$ cat src/rtl/npmr_pkg.sv
// Package for the node pair mailbox rings: sizes, opcode and status codes,
// the decision struct and the ring-index and byte-mask helpers.
// No dependencies.
`timescale 1ns / 1ps

package npmr_pkg;

   localparam int MAX_NODES   = 8;
   localparam int RING_DEPTH  = 16;
   localparam int MSG_BYTES   = 8;

   localparam int NODE_W      = 3;
   localparam int LEN_W       = 4;
   localparam int DATA_W      = 64;
   localparam int OP_W        = 2;
   localparam int STATUS_W    = 3;
   localparam int COUNT_W     = 4;

   localparam int RING_COUNT  = MAX_NODES * (MAX_NODES - 1);
   localparam int RING_W      = $clog2(RING_COUNT);
   localparam int SLOT_W      = $clog2(RING_DEPTH);
   localparam int IDX_W       = 2 * SLOT_W;
   localparam int STORE_W     = DATA_W + LEN_W;
   localparam int STORE_DEPTH = RING_COUNT * RING_DEPTH;
   localparam int STORE_AW    = RING_W + SLOT_W;

   localparam logic [OP_W-1:0] OP_SEND     = 2'd0;
   localparam logic [OP_W-1:0] OP_RECV     = 2'd1;
   localparam logic [OP_W-1:0] OP_RECV_ANY = 2'd2;

   localparam logic [STATUS_W-1:0] ST_OK    = 3'd0;
   localparam logic [STATUS_W-1:0] ST_FULL  = 3'd1;
   localparam logic [STATUS_W-1:0] ST_EMPTY = 3'd2;
   localparam logic [STATUS_W-1:0] ST_BAD   = 3'd3;
   localparam logic [STATUS_W-1:0] ST_LEN   = 3'd4;

   typedef struct packed {
      logic                push;
      logic                pop;
      logic [RING_W-1:0]   ring;
      logic [STATUS_W-1:0] status;
      logic [NODE_W-1:0]   source;
   } decision_type;

   // ring = to*(n-1) + from, one less when from > to
   function automatic logic [RING_W-1:0] ring_of(input logic [NODE_W-1:0]  from,
                                                  input logic [NODE_W-1:0]  to,
                                                  input logic [COUNT_W-1:0] n);
      logic [7:0] acc;
      acc = 8'(to) * 8'(n - 4'd1);
      acc = acc + 8'(from);
      if (from > to) begin
         acc = acc - 8'd1;
      end
      return acc[RING_W-1:0];
   endfunction

   function automatic logic [DATA_W-1:0] byte_mask(input logic [LEN_W-1:0] len);
      logic [DATA_W-1:0] m;
      m = '0;
      for (int i = 0; i < MSG_BYTES; i++) begin
         if (LEN_W'(i) < len) begin
            m[8*i +: 8] = 8'hFF;
         end
      end
      return m;
   endfunction

endpackage

$ cat src/rtl/npmr_select.sv
// Request decode: pair and length checks, ring lookup, full/empty decision
// and lowest-sender pick for receive-from-any. Uses npmr_pkg.
`timescale 1ns / 1ps

module npmr_select (
   input  logic [npmr_pkg::OP_W-1:0]       opcode,
   input  logic [npmr_pkg::NODE_W-1:0]     src_node,
   input  logic [npmr_pkg::NODE_W-1:0]     dst_node,
   input  logic [npmr_pkg::LEN_W-1:0]      msg_length,
   input  logic [npmr_pkg::COUNT_W-1:0]    node_active,
   input  logic [npmr_pkg::RING_COUNT-1:0] nonempty,
   input  logic [npmr_pkg::RING_COUNT-1:0] full,
   output npmr_pkg::decision_type          decision
);

   logic                          pair_ok;
   logic [npmr_pkg::RING_W-1:0]   ring_named;
   logic                          any_found;
   logic [npmr_pkg::NODE_W-1:0]   any_src;
   logic [npmr_pkg::RING_W-1:0]   any_ring;
   logic [npmr_pkg::RING_W-1:0]   cand_ring;

   assign pair_ok = (src_node != dst_node)
                 && (npmr_pkg::COUNT_W'(src_node) < node_active)
                 && (npmr_pkg::COUNT_W'(dst_node) < node_active);
   assign ring_named = npmr_pkg::ring_of(src_node, dst_node, node_active);

   // downward walk so the lowest sender wins
   always_comb begin
      any_found = 1'b0;
      any_src   = '0;
      any_ring  = '0;
      cand_ring = '0;
      for (int i = npmr_pkg::MAX_NODES - 1; i >= 0; i--) begin
         cand_ring = npmr_pkg::ring_of(npmr_pkg::NODE_W'(i), dst_node, node_active);
         if ((npmr_pkg::COUNT_W'(i) < node_active)
             && (npmr_pkg::NODE_W'(i) != dst_node)
             && nonempty[cand_ring]) begin
            any_found = 1'b1;
            any_src   = npmr_pkg::NODE_W'(i);
            any_ring  = cand_ring;
         end
      end
   end

   always_comb begin
      decision = '0;
      unique case (opcode)
         npmr_pkg::OP_SEND: begin
            priority if (!pair_ok) begin
               decision.status = npmr_pkg::ST_BAD;
            end else if (msg_length > npmr_pkg::LEN_W'(npmr_pkg::MSG_BYTES)) begin
               decision.status = npmr_pkg::ST_LEN;
            end else if (full[ring_named]) begin
               decision.status = npmr_pkg::ST_FULL;
            end else begin
               decision.push = 1'b1;
               decision.ring = ring_named;
            end
         end
         npmr_pkg::OP_RECV: begin
            priority if (!pair_ok) begin
               decision.status = npmr_pkg::ST_BAD;
            end else if (!nonempty[ring_named]) begin
               decision.status = npmr_pkg::ST_EMPTY;
            end else begin
               decision.pop    = 1'b1;
               decision.ring   = ring_named;
               decision.source = src_node;
            end
         end
         npmr_pkg::OP_RECV_ANY: begin
            priority if (npmr_pkg::COUNT_W'(dst_node) >= node_active) begin
               decision.status = npmr_pkg::ST_BAD;
            end else if (!any_found) begin
               decision.status = npmr_pkg::ST_EMPTY;
            end else begin
               decision.pop    = 1'b1;
               decision.ring   = any_ring;
               decision.source = any_src;
            end
         end
         default: begin
            decision = '0;
         end
      endcase
   end

endmodule

$ cat config.mk
export PLATFORM = sky130hd
export DESIGN_NAME = npmr_select
export DESIGN_NICKNAME = d
export VERILOG_FILES = /design/src/rtl/npmr_pkg.sv /design/src/rtl/npmr_select.sv
export SDC_FILE = /design/constraint.sdc
export NUM_CORES = 1
export LEC_CHECK = 0
export ABC_AREA = 1
export BUFFER_PORTS_ARGS = -buffer_cell sky130_fd_sc_hd__clkbuf_2
export CAP_MARGIN = 20
export CORE_UTILIZATION = 30
export DETAILED_ROUTE_END_ITERATION = 12
export GPL_ROUTABILITY_DRIVEN = 0
export PLACE_DENSITY = 0.57
export SYNTH_ARGS = -nofsm -noshare
export SYNTH_HDL_FRONTEND = slang
export SYNTH_SLANG_ARGS = --single-unit
$ cat constraint.sdc
create_clock -name vclk -period 6.5
set_input_delay 0.325 -clock vclk [all_inputs]
set_output_delay 0.325 -clock vclk [all_outputs]
set_load 0.05 [all_outputs]
==> metrics.md <==
| Metric | Value |
|---|---|
| Status | `completed` |
| Kind of end point of the critical path | `primary output` |
| Drt wl/cell | `18.6 um` |
| Height of the die | `178 um` |
| Drt first-iter violations | `2018` |
| Number of vias in the routed layout | `13300` |
| Post-synth net total | `2009` |
| Number of antenna violations at the first check in global routing | `0` |
| # diodes | `0` |
| HP Class | `in -> out` |
| Number of sequential storage elements | `0` |
| Hold-fix buffer count after cts | `0` |
| Sequential group share of total power | `0%` |
| Die outline area | `roughly 0.032 mm^2` |
| Maximum capacitance violations | `0` |
| Max Freq | `164 MHz` |
| Transition time at the pin with the least slew margin | `0.942 ns` |
| Number of detailed-route iterations in the first pass | `6` |
| Worst hold slack across all endpoints | `approximately 1.1 ns` |
| Pin count of the biggest net entering global routing | `61` |
| Overall fraction of global-route tracks in use | `around 26%` |
| Slew margin rel. | `37.1%` |
| Mean instance size in the synthesized netlist | `5.10 um^2` |
| Switching pwr | `around 1.9 mW` |
| Drt drc | `0` |
| Slowest CP cell | `sky130_fd_sc_hd__fa_2` |
| Maximum resistive drop on vdd | `~0.11 mV` |
| Dpl cells | `2276` |
| Logic gate share of total power | `100.0%` |
| Post-Layout Cell Count | `2280` |
| Growth of design area from synthesis to finish | `9.04%` |
| Number of buffer and inverter instances along the worst setup path | `7` |
| Effective utilization at floorplan | `30.5%` |
| Placed wire-length estimate after detailed placement | `approximately 34 mm` |
| Share of synthesized area occupied by flip-flops and latches | `0%` |
| Final layout net count | `2063` |
| Category of the worst setup path launch point | `input port` |
| GR Overflow Total | `0` |
| Top-Level Pins | `142` |
| Final routed wirelength across all metal layers | `approximately 42 mm` |
| Critical path type | `in -> out` |
| Site Rows | `64` |
| Switching part of the total | `slightly below 70%` |
| Fraction of final layout cells with drive strength greater than 1 | `14.9%` |
| Fin crit share | `93.7%` |
| Fraction of post-synthesis cell area in the top cell type by area | `around 23%` |
| Via count of the first global-routing pass | `11400` |
| Yosys warning total | `0` |
| Global-route wire length before repair | `65.0 mm` |
| Total power per unit cell area | `274 mW/mm^2` |
| Int Power | `0.861 mW` |
| Post-layout min period | `about 6.1 ns` |
| TNS Setup | `0 ns` |
| Final design instance area without fill | `0.0102 mm^2` |
| Total core area | `between 0.03 and 0.04 mm^2` |
| CP dominant cell by count | `sky130_fd_sc_hd__inv_1` |
| Reg area | `0 um^2` |
| Number of setup violations in the final report | `0` |
| Required time at the endpoint of the critical path | `between 6 and 7 ns` |
| Final count of hold timing violations | `0` |
| Die W | `178 um` |
| Distinct cell type count of the synthesized netlist | `53` |
| Leak | `slightly above 5 nW` |
| Max Slew Vio Count | `0` |
| Total of buffers placed on input and output ports | `around 140` |
| Leading area contributor after synthesis | `sky130_fd_sc_hd__nand2_1` |
| Signal arrival time at the worst endpoint | `5.76 ns` |
| Cell count after synthesis | `1832` |
| Cell family with most CP delay | `adder cells` |
| Crit Path Max Fanout | `10` |
| Number of clock buffer instances in the layout | `0` |
| Top cells by area in the synthesized netlist | `sky130_fd_sc_hd__nand2_1 (23%), sky130_fd_sc_hd__nand3_1 (20%), sky130_fd_sc_hd__o211ai_1 (9.8%), sky130_fd_sc_hd__ha_1 (6.0%), sky130_fd_sc_hd__inv_1 (5.5%)` |
| Placed inst area | `between 0.01 and 0.015 mm^2` |
| Average via count per standard cell | `5.83` |
| Number of nets with antenna violations after routing | `0` |
| Maximum single-stage delay on the critical path | `0.71 ns` |
| Clock network fraction of design power | `0%` |
| Post-synthesis cell area | `0.00934 mm^2` |
| Setup repair after global routing missed its margin | `false` |
## cell usage after synthesis, types with 3 or more instances
cell type,number
sky130_fd_sc_hd__inv_2,26
sky130_fd_sc_hd__nor2_4,3
sky130_fd_sc_hd__nor3_1,3
sky130_fd_sc_hd__nor2_2,8
sky130_fd_sc_hd__xor2_1,19
sky130_fd_sc_hd__xnor2_1,8
sky130_fd_sc_hd__buf_2,51
sky130_fd_sc_hd__inv_4,3
sky130_fd_sc_hd__nand4_1,12
sky130_fd_sc_hd__nand3_1,366
sky130_fd_sc_hd__clkbuf_1,47
sky130_fd_sc_hd__xor2_2,3
sky130_fd_sc_hd__o211ai_1,122
sky130_fd_sc_hd__o22ai_1,3
sky130_fd_sc_hd__nand2_4,7
sky130_fd_sc_hd__buf_6,10
sky130_fd_sc_hd__o21bai_1,5
sky130_fd_sc_hd__o21ai_0,95
sky130_fd_sc_hd__nor2_1,111
sky130_fd_sc_hd__a21oi_1,63
sky130_fd_sc_hd__buf_4,15
sky130_fd_sc_hd__fa_1,4
sky130_fd_sc_hd__nand3_4,4
sky130_fd_sc_hd__nand2_1,574
sky130_fd_sc_hd__ha_1,45
sky130_fd_sc_hd__o221ai_1,5
sky130_fd_sc_hd__or2_2,5
sky130_fd_sc_hd__nand2_2,19
sky130_fd_sc_hd__o21ai_1,15
sky130_fd_sc_hd__nand3_2,3
sky130_fd_sc_hd__inv_1,138
sky130_fd_sc_hd__a31oi_1,5
sky130_fd_sc_hd__o21ai_2,8
## worst paths after layout
check,cells after the start,to,startpoint,slack [ns]
setup / recovery,28,decision[0],node_active[0],0.41
hold / removal,4,decision[5],msg_length[3],1.12
## area by class of cell
type / instances / area (um^2)
fill: 3517 / 20400
inverter: 169 / 642
multi-input combinational: 1537 / 8060
tap: 396 / 495
timing repair buffer: 178 / 983
## cell usage in the layout, fill, tap and decap left out, drive strengths merged, types with 2 or more instances in the layout
master | synthesis | routed
fa | 4 | 4
nand3b | 2 | 2
clkinv | 2 | 2
o21a | 2 | 2
o21ai | 119 | 119
o22ai | 3 | 3
buf | 78 | 38
clkbuf | 48 | 140
nor2 | 122 | 122
o221ai | 5 | 5
a31oi | 5 | 5
a21oi | 65 | 65
inv | 167 | 167
and2 | 2 | 2
o21bai | 5 | 5
nand4 | 13 | 13
xor2 | 22 | 22
nand2 | 600 | 600
o211ai | 123 | 123
nand3 | 373 | 373
xnor2 | 9 | 9
ha | 45 | 45
or2 | 5 | 5
nor3 | 4 | 4
a211oi | 2 | 2
## power groups by stage
stage	registers, mW	clock network [mW]	logic [mW]
3_3_place_gp	0	0	2.63
6_report	0	0	2.79
5_1_grt	0	0	3.06
4_1_cts	0	0	2.66
3_5_place_dp	0	0	2.65
2_1_floorplan	0	0	1.92
## routing by layer
layer / track usage [%] / wire [um] / vias up
li1: - / - / 6274
met1: 35.2 / 17300 / 6010
met2: 41.5 / 19100 / 862
met3: 2.88 / 4270 / 153
met4: 9.07 / 1900 / 0
met5: 0 / 0 / -
## worst min-delay path, stage by stage
cell and delay [ns]:
sky130_fd_sc_hd__clkbuf_2 0.08, sky130_fd_sc_hd__o31ai_1 0.10, sky130_fd_sc_hd__nor4_1 0.07, sky130_fd_sc_hd__clkbuf_2 0.23
## cells by family after synthesis
family / share of synthesized area [%]
buf+inv: 14.0
xor+xnor: 3.23
simple gates: 53.2
fa+ha+maj: 6.89
compound gates: 22.7
## stage by stage
stage / util [%] / power, mW / worst slack, ns
CTS: 33.1 / 2.66 / 0.256
finish: 33.3 / 2.79 / 0.411
global route: 33.3 / 3.06 / 0.0154
floorplan: - / 1.92 / 0.839
detailed placement: 33.1 / 2.65 / 0.284
global placement: 33.1 / 2.63 / 0.370
## what timing repair did
item	CTS	global route
setup buffers	0	4
resized for setup	0	9
endpoints found under the setup margin	0	11
endpoints found under the hold margin	0	0
(Power assumes the default switching activity.)
