<file path="src/rtl/npmr_ram.sv">
// Generic single-write, single-read RAM with registered read data.
// No dependencies.
`timescale 1ns / 1ps

module npmr_ram #(
   parameter int WIDTH = 8,
   parameter int DEPTH = 16
) (
   input  logic                     clock,
   input  logic                     wr_en,
   input  logic [$clog2(DEPTH)-1:0] wr_addr,
   input  logic [WIDTH-1:0]         wr_data,
   input  logic                     rd_en,
   input  logic [$clog2(DEPTH)-1:0] rd_addr,
   output logic [WIDTH-1:0]         rd_data
);

   logic [WIDTH-1:0] mem [DEPTH];
   logic [WIDTH-1:0] rd_data_ff;

   always_ff @(posedge clock) begin
      if (wr_en) begin
         mem[wr_addr] <= wr_data;
      end
      if (rd_en) begin
         rd_data_ff <= mem[rd_addr];
      end
   end

   assign rd_data = rd_data_ff;

endmodule

</file>
<file path="config.mk">
export PLATFORM = sky130hd
export DESIGN_NAME = npmr_ram
export DESIGN_NICKNAME = d
export VERILOG_FILES = /design/src/rtl/npmr_ram.sv
export SDC_FILE = /design/constraint.sdc
export NUM_CORES = 1
export LEC_CHECK = 0
export BUFFER_PORTS_ARGS = -buffer_cell sky130_fd_sc_hd__buf_2
export CAP_MARGIN = 25
export CORE_ASPECT_RATIO = 1.5
export CORE_MARGIN = 1.5
export CORE_UTILIZATION = 50
export CTS_CLUSTER_DIAMETER = 150
export CTS_CLUSTER_SIZE = 10
export DETAILED_ROUTE_END_ITERATION = 8
export PLACE_DENSITY_LB_ADDON = 0.15
export REMOVE_ABC_BUFFERS = 1
export SETUP_SLACK_MARGIN = 0.2
export SLEW_MARGIN = 15
export SYNTH_ARGS = -nofsm -noshare
export SYNTH_HDL_FRONTEND = slang
export SYNTH_SLANG_ARGS = --single-unit
</file>
<file path="constraint.sdc">
create_clock -name clock -period 4.9 [get_ports clock]
set_input_delay 0.245 -clock clock [delete_from_list [all_inputs] [get_ports clock]]
set_output_delay 0.245 -clock clock [all_outputs]
set_load 0.05 [all_outputs]
</file>
==> results.md, run 1 <==
* Fin. Hold Viols at 0
* Port Buf Inserts at 26
* Gr ovfl total at 0
* Endpoints failing setup at 0
* Vias at 2379
* Antenna violations before repair at 0
* GRT Resource Usage Total at 0.192
* Clk buf depth at 2
* Worst endpoint required time at 5.05 ns
* EDFF count, synth at 136
* DR vias/cell at 6.01
* WL per Instance at 23.9 um
* Area growth syn-to-layout at 14.4%
* Worst R2R Setup Slack at 3.44 ns
* VDD IR-drop max at 0.000272 V
* Half-perimeter wire length after placement at 6100 um
* Area of the mapped netlist at 0.00523 mm2
* Initial detailed-routing violation count at 143
* CP startpoint kind: primary input
* Pwr per Cell Area at 423 mW/mm2
* TNS Setup at 0 ns
* RePlAce Congestion at 0.733
* Die height at 128 um
* PostCTS Resize Cnt at 0
* Clock sinks at 136
* CP Cell Sequence: buf_2 -> buf_12 -> mux4_1 -> a22oi_1 -> nand2_1
* CTS tree: done
* Post-synth top cells: edfxtp_1 (136), mux4_2 (18), a22oi_1 (16)
* TritonCTS Buffers at 17
* Post-CTS setup repair buffer count at 0
* RSZ-0062 raised after global routing: no
* Static Leak at 1.99 nW
* # hold bufs at CTS at 0
* Pin count of the biggest net entering global routing at 33
* Vias in the first global route at 2476
* Reg2Reg Capture Point: rd_data[5]
* Share of Yosys cell area claimed by the top area cell type at 0.781
* Worst Path Buf+Inv at 2
* Row Count at 45
* Clock skew at 0.00401 ns
* Share of flip-flops with an asynchronous set or reset at 0
* CP max stage cell: mux4_1
* Flip-flop and latch count after synthesis at 136
* ANT cells at 0
* Crit path from: rd_addr[0]
* First-pass GRT wire length at 14600 um
* CP endpoint kind: register
* Ports at 27
* Synth area leader: edfxtp_1
* Final Non-Filler Cells at 396
* Worst hold slack at 0.209 ns
* Crit Reg-Reg Startpoint: mem[1][5]
* Yosys cell types at 18
* Slew Limit Fails at 0
* Setup Crit Path Kind: in2reg
* Sequential fraction of the synthesis area at 0.781
* Routed Antenna Nets at 0
* Crit path to: rd_data[5]
* Avg Inst Size Synth at 22.8 um2
* Placed cells at 366
* Area of the die at 0.0111 mm2
* Stages on worst setup path at 5
* YS warnings at 0
* Status: finished clean
* Hold Crit Class: in2reg
* DR pass1 iterations at 4
* Root buffer cell: clkbuf_16
* Skew-Pair Late Insertion Delay at 0.40 ns
* Initial Util at 0.516
* Layout Nets at 289
* H-tree lvl count at 4
* WP data arrival at 1.77 ns
* Final min period at 1.62 ns
* CP Max Fanout at 23
* Kind of cell adding the most delay to the critical path: buffers and inverters
* Share of cells above drive strength 1 at 0.262
* Most frequent cell after synthesis: edfxtp_1
* DRC errors left at 0
* Worst path max stage delay at 0.56 ns
* Synth Instances at 229
* Die Span X at 86.5 um
* Core box area at 0.0101 mm2
* Max-cap check violation count at 0
* Clk slew on worst S/H paths at 0.05 ns
* Worst slew margin at 0.353
* Fmax at 619 MHz
* Slew @ Worst Pin at 0.968 ns
* Cells taking the most area after synthesis: edfxtp_1 (78%), mux4_2 (7.8%), mux4_1 (7.0%)
* R2R cell count at 3
* Crit share post-route at 0.330
* Commonest register cell after synthesis: edfxtp_1
* Post-Route WL at 9470 um
[through the flow]
step	power, W	worst slack [ns]	utilization	cell area, um2
finish	0.00253	3.28	0.590	5980
floorplan	0.00141	3.16	-	5140
detailed placement	0.00148	2.84	0.539	5470
CTS	0.00255	3.27	0.588	5960
global route	0.00261	3.18	0.590	5980
global placement	0.00147	2.52	0.537	5450
[cells by family after synthesis]
group,Yosys count,share of synthesized area
buf+inv,10,0.0165
simple gates,35,0.0314
flops,136,0.781
compound gates,16,0.0230
mux,32,0.148
[routing by layer]
metal	part of all wire	GRT usage
met3	0.048	0.0547
met5	0	0
met1	0.41	0.242
met2	0.53	0.318
met4	0.019	0.0702
[cell type report]
class | instances | area (um2)
clock buffers | 20 | 437
clock inverters | 8 | 60.1
fillers | 735 | 4150
multi-input cells | 83 | 1060
flip-flops and latches | 136 | 4080
well taps | 117 | 146
repair buffers | 32 | 191
[where the power goes]
| part | leakage (nW) | total [W] | internal [W] | switching (W) |
|---|---|---|---|---|
| sequential | 1.24 | 0.00132 | 0.00131 | 0.00000611 |
| clock | 0.245 | 0.00108 | 0.000673 | 0.000405 |
| combinational | 0.511 | 0.000132 | 0.0000477 | 0.0000843 |
| total | 1.99 | 0.00253 | 0.00203 | 0.000496 |
[how the worst min path moves through the flow]
stage / end / startpoint / depth (start not counted) / slack [ns]
floorplan: mem[0][0] / wr_data[0] / 0 / 0.34
global placement: mem[5][0] / wr_data[0] / 1 / 0.62
detailed placement: rd_data[5] / rd_en / 1 / 0.62
CTS: rd_data[5] / rd_en / 1 / 0.19
global route: rd_data[5] / rd_en / 1 / 0.20
finish: rd_data[5] / rd_en / 1 / 0.21
[registers in the layout, summed over array words and instances (netlist names)]
register	flops
rd_data	8
mem	128
[placed cells by master, fill, tap and decap left out]
cell type	instances
edfxtp_1	136
buf_2	26
mux4_2	18
clkbuf_16	17
a22oi_1	16
mux4_1	14
nor2_1	13
nand2_1	9
clkinv_1	4
buf_4	4
nor3_1	3
clkbuf_1	3
clkinv_2	3
nand3b_1	2
nand2b_1	2
nor2b_1	1
and2_1	1
and2b_1	1
nor3_2	1
nand3_1	1
or3b_2	1
bufinv_16	1
buf_12	1
buf_6	1
[worst reg2reg max path: cells and delay by family (launching register included)]
kind,cells,cell delay [ns]
AOI/OAI and AO/OA,1,0.27
and+or+nand+nor,1,0.08
muxes,1,0.50
DFF,1,0.36
Note: power is estimated with default switching activity, not from simulation.
==> run 2, diff against run 1 <==
- clock period: 4.9 -> 1.7 ns (I/O delays scaled with it)
==> run 2 against run 1 <==
Effect of this change:
- register-to-register slack worse by 3.2 ns
- combinational power rose to 3.1 times the previous value
- critical endpoint is now rd_data[0]
- largest power group unchanged
- first-iteration DRC count up 42%
- largest cell class unchanged
==> results.md, run 2 (same netlist as run 1, synthesis figures left out) <==
* Hold_sp: rd_en (unchanged)
* Final Non-Filler Cells at 416 (was 396)
* Kind of cell adding the most delay to the critical path: multiplexers (was buffers and inverters)
* WL per Instance at 23.1 um (was 23.9 um)
* DRC errors left at 0 (unchanged)
* Clock sinks at 136 (unchanged)
* CP endpoint kind: register (unchanged)
* DR vias/cell at 5.99 (was 6.01)
* CTS tree: done (unchanged)
* Final min period at 1.44 ns
* Area of the die at 0.0111 mm2 (unchanged)
* Initial detailed-routing violation count at 203 (was 143)
* Clk slew on worst S/H paths at 0.06 ns (was 0.05 ns)
* Pin count of the biggest net entering global routing at 33 (unchanged)
* Slew @ Worst Pin at 0.453 ns (was 0.968 ns)
* Hold path depth at 1 (unchanged)
* CP Cell Sequence: mux4_1 -> a22oi_2 -> nand2_1 (was buf_2 -> buf_12 -> mux4_1 -> a22oi_1 -> nand2_1)
* Commonest non-fill, non-tap cell in the layout: edfxtp_1 (unchanged)
* Half-perimeter wire length after placement at 6190 um (was 6100 um)
* Max-cap check violation count at 0 (unchanged)
* R2R cell count at 3 (unchanged)
* Placed cells at 385 (was 366)
* Reg2Reg Capture Point: rd_data[0] (was rd_data[5])
* CP startpoint kind: register (was primary input)
* Area growth syn-to-layout at 18.1% (was 14.4%)
* CP Max Fanout at 1 (was 23)
* Vias in the first global route at 2536 (was 2476)
* Gr ovfl total at 0 (unchanged)
* VDD IR-drop max at 0.000765 V (was 0.000272 V)
* Port Buf Inserts at 26 (unchanged)
* RSZ-0062 raised after global routing: no (unchanged)
* Fin. Hold Viols at 0 (unchanged)
* Most frequent cells in the layout: edfxtp_1 (136), buf_2 (26), buf_4 (21) (was edfxtp_1 (136), buf_2 (26), mux4_2 (18))
* Worst Path Buf+Inv at 0 (was 2)
* ANT cells at 0 (unchanged)
* Die height at 128 um (unchanged)
* Endpoints failing setup at 0 (unchanged)
* TritonCTS Buffers at 17 (unchanged)
* Row Count at 45 (unchanged)
* Vias at 2493 (was 2379)
* Status: finished clean (unchanged)
* Fmax at 695 MHz
* Antenna violations before repair at 0 (unchanged)
* RePlAce Congestion at 0.753 (was 0.733)
* WP data arrival at 1.59 ns (was 1.77 ns)
* Max reg flops at 128 (unchanged)
* TNS Setup at 0 ns (unchanged)
* Worst endpoint required time at 1.85 ns (was 5.05 ns)
* Ports at 27 (unchanged)
* Initial Util at 0.516 (unchanged)
* Setup Crit Path Kind: reg2reg (was in2reg)
* Worst R2R Setup Slack at 0.26 ns (was 3.44 ns)
* Clock skew at 0.00670 ns (was 0.00401 ns)
* Pwr Total at 0.00757 W (was 0.00253 W)
* GRT Resource Usage Total at 0.194 (was 0.192)
* Worst slew margin at 0.698 (was 0.353)
* Share of cells above drive strength 1 at 0.334 (was 0.262)
* Largest reg by FF count: mem (unchanged)
* Crit share post-route at 0.847
* Clk buf depth at 2 (unchanged)
* CP max stage cell: mux4_1 (unchanged)
* Die Span X at 86.5 um (unchanged)
* Slew Limit Fails at 0 (unchanged)
* Worst path max stage delay at 0.51 ns (was 0.56 ns)
* Skew-Pair Late Insertion Delay at 0.40 ns (about the same)
* Static Leak at 2.10 nW (was 1.99 nW)
* Root buffer cell: clkbuf_16 (unchanged)
* Hold Crit Class: in2reg (unchanged)
* End of the worst hold path: rd_data[6] (was rd_data[5])
* Post-Route WL at 9600 um (was 9470 um)
* Pwr per Cell Area at 1230 mW/mm2 (was 423 mW/mm2)
* Layout Nets at 306 (was 289)
* Core box area at 0.0101 mm2 (unchanged)
* Routed Antenna Nets at 0 (unchanged)
* H-tree lvl count at 4 (unchanged)
* DR pass1 iterations at 4 (unchanged)
* Crit Reg-Reg Startpoint: mem[2][0] (was mem[1][5])
* First-pass GRT wire length at 14800 um (was 14600 um)
==> run 2: cell types whose count changed in the layout (fill, tap and decap cells not counted), sizes merged <==
| cell | before | now |
|---|---|---|
| clkinvlp | 0 | 2 |
| buf | 32 | 49 |
| bufinv | 1 | 2 |
| clkbuf | 20 | 19 |
| clkinv | 7 | 8 |
==> run 2: what timing repair did <==
item,4_1_cts,5_1_grt
setup buffers,0,0
gates resized for setup,0,7
hold buffers,0,0
setup endpoints to repair,0,5
==> run 2: layout make-up <==
cell class              count  area, um2
multi-input cells          83       1070
flip-flops and latches    136       4080
clock inverters            12        110
fillers                   734       3960
repair buffers             49        328
well taps                 117        146
clock buffers              19        433
==> run 2: how the worst max path moves through the flow <==
stage	start	endpoint	slack (ns)	cells past startpoint
2_1_floorplan	wr_addr[2]	mem[0][0]	0.12	2
3_3_place_gp	rd_addr[0]	rd_data[1]	0.07	5
4_1_cts	mem[4][0]	rd_data[0]	0.21	3
5_1_grt	mem[1][0]	rd_data[0]	0.20	3
6_report	mem[2][0]	rd_data[0]	0.26	3
3_5_place_dp	rd_addr[0]	rd_data[1]	0.06	5
==> run 2: stage by stage <==
step / instance area (um2) / setup WS [ns] / util / hold WS [ns]
finish: 6180 / 0.261 / 0.609 / 0.0434
global placement: 5620 / 0.0709 / 0.554 / 0.458
CTS: 6160 / 0.215 / 0.608 / 0.0323
detailed placement: 5620 / 0.0606 / 0.554 / 0.459
floorplan: 5140 / 0.122 / - / 0.184
global route: 6180 / 0.199 / 0.609 / 0.0384
==> run 2: power breakdown <==
part / switching [W] / internal, W
Combinational: 0.000253 / 0.000157
Sequential: 0.0000171 / 0.00378
Clock: 0.00125 / 0.00211
==> run 2: metal layers <==
| layer | share of wire | track usage |
|---|---|---|
| met4 | 0.025 | 0.0901 |
| met5 | 0 | 0 |
| met3 | 0.040 | 0.0489 |
| met2 | 0.52 | 0.317 |
| met1 | 0.41 | 0.245 |
